**src/rtl/skh_pkg.sv**
```systemverilog
// ============================================================================
// skh_pkg
// Shared sizes, types and command bundle of the sparse key histogram core.
// ============================================================================
package skh_pkg;

    // Table and field sizes
    localparam int ENTRIES       = 64;
    localparam int KEY_BITS      = 32;
    localparam int COUNT_BITS    = 32;
    localparam int OCC_BITS      = $clog2(ENTRIES + 1);
    localparam int TOTAL_BITS    = 48;
    localparam int WSUM_BITS     = 64;
    localparam int OUT_DATA_BITS = 152;

    typedef logic [KEY_BITS-1:0]   key_t;
    typedef logic [COUNT_BITS-1:0] count_t;
    typedef logic [OCC_BITS-1:0]   occ_t;
    typedef logic [TOTAL_BITS-1:0] total_t;
    typedef logic [WSUM_BITS-1:0]  wsum_t;

    localparam count_t COUNT_MAX = '1;
    localparam total_t TOTAL_MAX = '1;

    // Controller to datapath commands
    typedef struct packed {
        logic load;     // capture the input transfer
        logic compare;  // match the key against every cell
        logic select;   // reduce the match vector
        logic commit;   // update the table and load the result
    } cmd_t;

    // One result item
    typedef struct packed {
        logic   dropped;
        wsum_t  weighted_total;
        total_t total_hits;
        occ_t   used_buckets;
        count_t key_count;
    } res_t;

endpackage

```
**src/rtl/skh_ctrl.sv**
```systemverilog
// ============================================================================
// skh_ctrl
// Sequencer of the histogram core: accept, compare, select, commit, and the
// result channel valid flag.
// ============================================================================
module skh_ctrl (
    input  logic          aclk,
    input  logic          aresetn,
    input  logic          s_tvalid,
    output logic          s_tready,
    output logic          m_tvalid,
    input  logic          m_tready,
    output skh_pkg::cmd_t cmd
);

    localparam logic [1:0] ST_IDLE = 2'd0;
    localparam logic [1:0] ST_CMP  = 2'd1;
    localparam logic [1:0] ST_SEL  = 2'd2;
    localparam logic [1:0] ST_UPD  = 2'd3;

    logic [1:0] state_reg;
    logic [1:0] state_next;
    logic       m_tvalid_reg;
    logic       m_tvalid_next;
    logic       out_free;

    assign s_tready = (state_reg == ST_IDLE);
    assign m_tvalid = m_tvalid_reg;
    assign out_free = !m_tvalid_reg || m_tready;

    // Decode commands
    assign cmd.load    = s_tvalid && s_tready;
    assign cmd.compare = (state_reg == ST_CMP);
    assign cmd.select  = (state_reg == ST_SEL);
    assign cmd.commit  = (state_reg == ST_UPD) && out_free;

    // Advance the sequence; hold in update while the result register is full
    always_comb begin
        state_next = state_reg;
        case (state_reg)
            ST_IDLE: begin
                if (cmd.load) begin
                    state_next = ST_CMP;
                end
            end
            ST_CMP:  state_next = ST_SEL;
            ST_SEL:  state_next = ST_UPD;
            ST_UPD: begin
                if (out_free) begin
                    state_next = ST_IDLE;
                end
            end
            default: state_next = ST_IDLE;
        endcase
    end

    // Raise valid on commit, drop it when the transfer completes
    always_comb begin
        m_tvalid_next = m_tvalid_reg;
        if (cmd.commit) begin
            m_tvalid_next = 1'b1;
        end else if (m_tready) begin
            m_tvalid_next = 1'b0;
        end
    end

    always_ff @(posedge aclk) begin
        if (!aresetn) begin
            state_reg    <= ST_IDLE;
            m_tvalid_reg <= 1'b0;
        end else begin
            state_reg    <= state_next;
            m_tvalid_reg <= m_tvalid_next;
        end
    end

endmodule

```
**config.mk**
```make
export PLATFORM = sky130hd
export DESIGN_NAME = skh_ctrl
export DESIGN_NICKNAME = d
export VERILOG_FILES = /design/src/rtl/skh_pkg.sv /design/src/rtl/skh_ctrl.sv
export SDC_FILE = /design/constraint.sdc
export NUM_CORES = 1
export LEC_CHECK = 0
export BUFFER_PORTS_ARGS = -buffer_cell sky130_fd_sc_hd__buf_2
export CAP_MARGIN = 10
export CELL_PAD_IN_SITES_DETAIL_PLACEMENT = 0
export CELL_PAD_IN_SITES_GLOBAL_PLACEMENT = 1
export CORE_AREA = 2 2 39 41
export CTS_BUF_LIST = sky130_fd_sc_hd__clkbuf_8
export DETAILED_ROUTE_END_ITERATION = 8
export DIE_AREA = 0 0 41 43
export PLACE_DENSITY_LB_ADDON = 0.1
export SYNTH_ARGS = -nofsm -noshare
export SYNTH_HDL_FRONTEND = slang
export SYNTH_SLANG_ARGS = --single-unit
export TNS_END_PERCENT = 10
```
**constraint.sdc**
```tcl
create_clock -name aclk -period 1.1 [get_ports aclk]
set_input_delay 0.22 -clock aclk [delete_from_list [all_inputs] [get_ports aclk]]
set_output_delay 0.22 -clock aclk [all_outputs]
set_load 0.005 [all_outputs]
```
; Word level (Yosys, flattened, before mapping)
; Index checks and enable logic that the tools add are counted.
[totals]
romBits = 0
input_bits = 4
latch_bits = 0
reg_bits = 3
wordCells = 19
ram_bits = 0
out_inout_bits = 6
n_memories = 0
[classes]
add_sub_neg = 0
order_cmp = 0
multipliers = 0
bitwise = 0
mux = 5
n_eq_ne = 5
n_shift = 0
reduce_logical = 7
div = 0
[op_table]
columns = op, count
row1 = 2-bit one-hot mux with 4 select lines, 1
row2 = "2-bit == test, second input constant", 2
row3 = 2-bit 2-to-1 mux, 2
row4 = "2-bit by 1-bit == test with 1-bit output, second input constant", 1
row5 = 1-bit logical AND, 2
row6 = 2-bit zero test, 1
row7 = 1-bit 2-to-1 mux, 2
row8 = "2-bit by 1-bit != test with 1-bit output, second input constant", 1
row9 = "2-bit != test, second input constant", 1
row10 = 2-bit AND reduction, 1
row11 = 2-bit nonzero test, 1
row12 = 1-bit zero test, 1
row13 = 1-bit logical OR, 1

; Longest topological paths before layout
[logic_depth]
ltp_word = 4
depth_mapped = 4
depth_no_buf = 4

; Worst setup path before layout
; No wires, ideal clock.
[synth_path]
path_type = register -> register
start = register state_reg[0]
end = register state_reg[0]
path_stages_with_launch = 5
required_time_ns = 0.985
n_path_buf = 0
t_arrival_ns = 1.036
setup_slack_ns = -0.051
period_less_slack_ns = 1.151
path_cell_list = dfxtp_1 > inv_1 > ha_1 > o31a_1 > o21a_1
[synth_via]
elab_chain_cells = 4
word_cells_on_any_way = 9
classes_between = eq/ne: 5 / mux: 1 / reduce/logical: 3
[synth_lines]
columns = item, line
row1 = start: declaration, skh_ctrl.sv:21  ; logic [1:0] state_reg;
row2 = start signal: assignment, skh_ctrl.sv:72  ; state_reg <= state_next;
row3 = 2-bit zero test *, skh_ctrl.sv:27  ; assign s_tready = (state_reg == ST_IDLE);
row4 = named net s_tready, skh_ctrl.sv:10  ; output logic s_tready,
row5 = 1-bit logical AND, skh_ctrl.sv:32  ; assign cmd.load = s_tvalid && s_tready;
row6 = 2-bit by 1-bit != test with 1-bit output (no source line), -
row7 = 2-bit AND reduction (no source line), -
; Mark *: on every way through the listed nets, which the timed path passes. The rest lies on a longest branch.
; A chain may end at the register's enable or synchronous reset.

==> impl_metrics.json <==
{
  "outcome": "finished with violations",
  "violations": "setup timing",
  "hold_path_class": "primary input to register",
  "critical_path_class": "register to primary output",
  "yosysMostFrequentCell": "ha_1",
  "post-route-min-period_ps": 1240,
  "grt_antenna_before_repair": 0,
  "synth_cell_types": 13,
  "floorplan_die_height_um": 43,
  "critical-path-top-delay-family": "flip-flops",
  "rsz0062_at_grt": "true",
  "synthAdderAreaFrac": 0.240,
  "syn_nets": 30,
  "share_of_layout_cells_above_drive_strength_1": 0.763,
  "worst_setup_hold_path_clk_slew_ps": 30,
  "synth_flop_cell": "dfxtp_1",
  "critPathMaxFanout": 3,
  "viasPerCell": 3.83,
  "cp_data_required_time_ps": 880,
  "floorplan.io_pins": 10,
  "ctsHoldBuffers": 0,
  "numCtsBuffers": 3,
  "postRouteWirelength_um": 538,
  "worst_slew_pin_slew_ps": 125,
  "htreeDepth": 1,
  "timing_max_transition_violations_final": 0,
  "count_of_vias_placed_by_the_detailed_router": 207,
  "power_mw": 1.22,
  "reg2reg_setup_slack_ps": -90,
  "grt-ovfl-total": 0,
  "muxShareOfSynthArea": 0.0479,
  "core_um2": 1380,
  "synth_common_cells": "ha_1 (4), dfxtp_1 (3), inv_1 (3)",
  "timing.critical_path.depth": 4,
  "synth_compound_gate_area_share": 0.156,
  "path_cells": "inv_4, ha_4, and2_4, buf_6",
  "max_clock_freq_mhz": 808,
  "place_hpwl_um": 373,
  "critical_path_arrival_ps": 1020,
  "synth_top_family_by_area": "adder cells",
  "fraction_of_synthesized_cell_area_taken_by_the_top_area_cell_type": 0.287,
  "max_ffs_per_register": 2,
  "number_of_sinks_on_the_clock_net": 3,
  "gr-usage-met1": 0.0607,
  "post_detailed_route_drc_marker_count": 0,
  "clk_latency_ps": 220,
  "synth_seq_area_share": 0.287,
  "final.period_utilization": 1.12,
  "design.die.area_um2": 1760,
  "avgSynthCellArea_um2": 9.50,
  "grt_pass1_wl_um": 745,
  "timing.critical_path.to_type": "primary output",
  "post-route-cell-area_um2": 425,
  "maximum_number_of_pins_on_one_net_before_global_route_repair": 5,
  "clock_path_buffers": 2,
  "detail_route.iter0.violations": 1,
  "synthesis.area_um2": 209,
  "start_kind": "register",
  "clock_skew_ps": 3.41,
  "drt_first_pass_iters": 3,
  "static-leakage-power_nw": 0.199,
  "ff2ff_path_depth": 5,
  "synth_xor_area_frac": 0,
  "grt_pass1_vias": 194,
  "critical_path_buf_inv_count": 2,
  "yosysWarningCount": 0,
  "ys_top_cells_by_area": "dfxtp_1 (29%), ha_1 (24%), o21a_1 (7.2%)",
  "async_reset_ff_frac": 0,
  "initial_core_util": 0.151,
  "gp_congestion": 0.676,
  "setup_slack_ps": -137,
  "max_slew_margin": 0.914,
  "met2_usage": 0.109,
  "dp.cells": 48,
  "cts_tree": "yes",
  "max-vdd-ir-drop_mv": 1.03,
  "place_area_um2": 288,
  "cellPowerDensity_nw_per_um2": 2860,
  "routed_wire_length_per_instance_um": 9.96,
  "fin_cells": 54,
  "max-cap-violations": 0,
  "netlist_instances": 22,
  "cpMaxStageDelayCell": "dfxtp_4",
  "whs_path_depth": 2,
  "post-synth-top-area-cell": "dfxtp_1",
  "post_synth_and_or_nand_nor_area_fraction": 0.180,
  "area_delta_synth_final_pct": 104,
  "place.port_buffers": 9,
  "dieWidth_um": 41,
  "grt_util_all_layers": 0.0721,
  "synth_edf_count": 0,
  "cell_at_the_root_of_the_clock_tree": "clkbuf_8",
  "ys_ff_latch": 3,
  "cpPeakStageDelay_ps": 370,
  "rows": 14,
  "finalNetCount": 47,
  "timing.final.setup_violations": 7,
  "globalRouteMet3Util": 0.0785,
  "finalHoldViolCount": 0,
  "gr-max-usage-layer": "met2",
  "insertedDiodeCount": 0,
  "ant_nets": 0
}
final cells by class:
| cell class | instances | area [um2] |
|---|---|---|
| multi-input combinational | 15 | 188 |
| tap | 16 | 20.0 |
| inverter | 3 | 16.3 |
| sequential | 3 | 68.8 |
| fill | 152 | 958 |
| clock inverter | 1 | 3.75 |
| timing repair buffer | 13 | 87.6 |
| clock buffer | 3 | 41.3 |
kinds of logic (layout without fill, tap and decap cells):
kind of cell               count (synthesis)  after routing
muxes                                      1              1
AOI/OAI and AO/OA                          4              4
and+or+nand+nor                            6              6
DFF                                        3              3
buffers and inverters                      4             20
adders and majority gates                  4              4
per-stage QoR:
stage               hold slack (ps)  setup slack (ps)  setup TNS, ps  utilization
floorplan                       337              4.34              0            -
global placement                501             -83.2           -159        0.208
detailed placement              489             -73.9           -133        0.208
CTS                             263              -152           -614        0.256
global route                    271              -166           -826        0.307
finish                          262              -137           -570        0.307
routing by layer:
metal	wire length (um)	part of all wire
met1	206	0.38
met3	45	0.084
met5	0	0
met2	287	0.53
met4	0	0
where the power goes:
group | leakage [nW] | switching [mW] | internal, mW
clock network | 0.0269 | 0.0732 | 0.238
logic | 0.146 | 0.258 | 0.399
registers | 0.0264 | 0.0710 | 0.178
total | 0.199 | 0.403 | 0.815
final timing paths:
| kind | start | endpoint |
|---|---|---|
| setup / recovery | state_reg[0]$_SDFFE_PN0P_ | cmd[3] |
| hold reg to reg | m_tvalid$_SDFFE_PN0P_ | m_tvalid$_SDFFE_PN0P_ |
| hold / removal | aresetn | m_tvalid$_SDFFE_PN0P_ |
| setup reg to reg | state_reg[0]$_SDFFE_PN0P_ | state_reg[0]$_SDFFE_PN0P_ |
cell usage in the layout (no fill, tap or decap):
cell type,n
buf_2,7
ha_2,1
dfxtp_4,2
mux2i_1,1
buf_6,2
inv_1,2
o21a_1,2
nor2b_4,1
and2b_2,1
clkbuf_8,3
ha_4,3
nand2_1,2
and2_4,1
a21oi_4,1
inv_4,2
dfxtp_2,1
and3b_1,1
buf_4,4
o31a_1,1
repair_timing:
action | 4_1_cts | 5_1_grt
endpoints found under the setup margin | 7 | 7
endpoints found under the hold margin | 0 | 0
setup buffers | 1 | 1
pin swaps | 1 | 2
resized for setup | 5 | 13
Note: power is estimated with default switching activity, not from simulation.
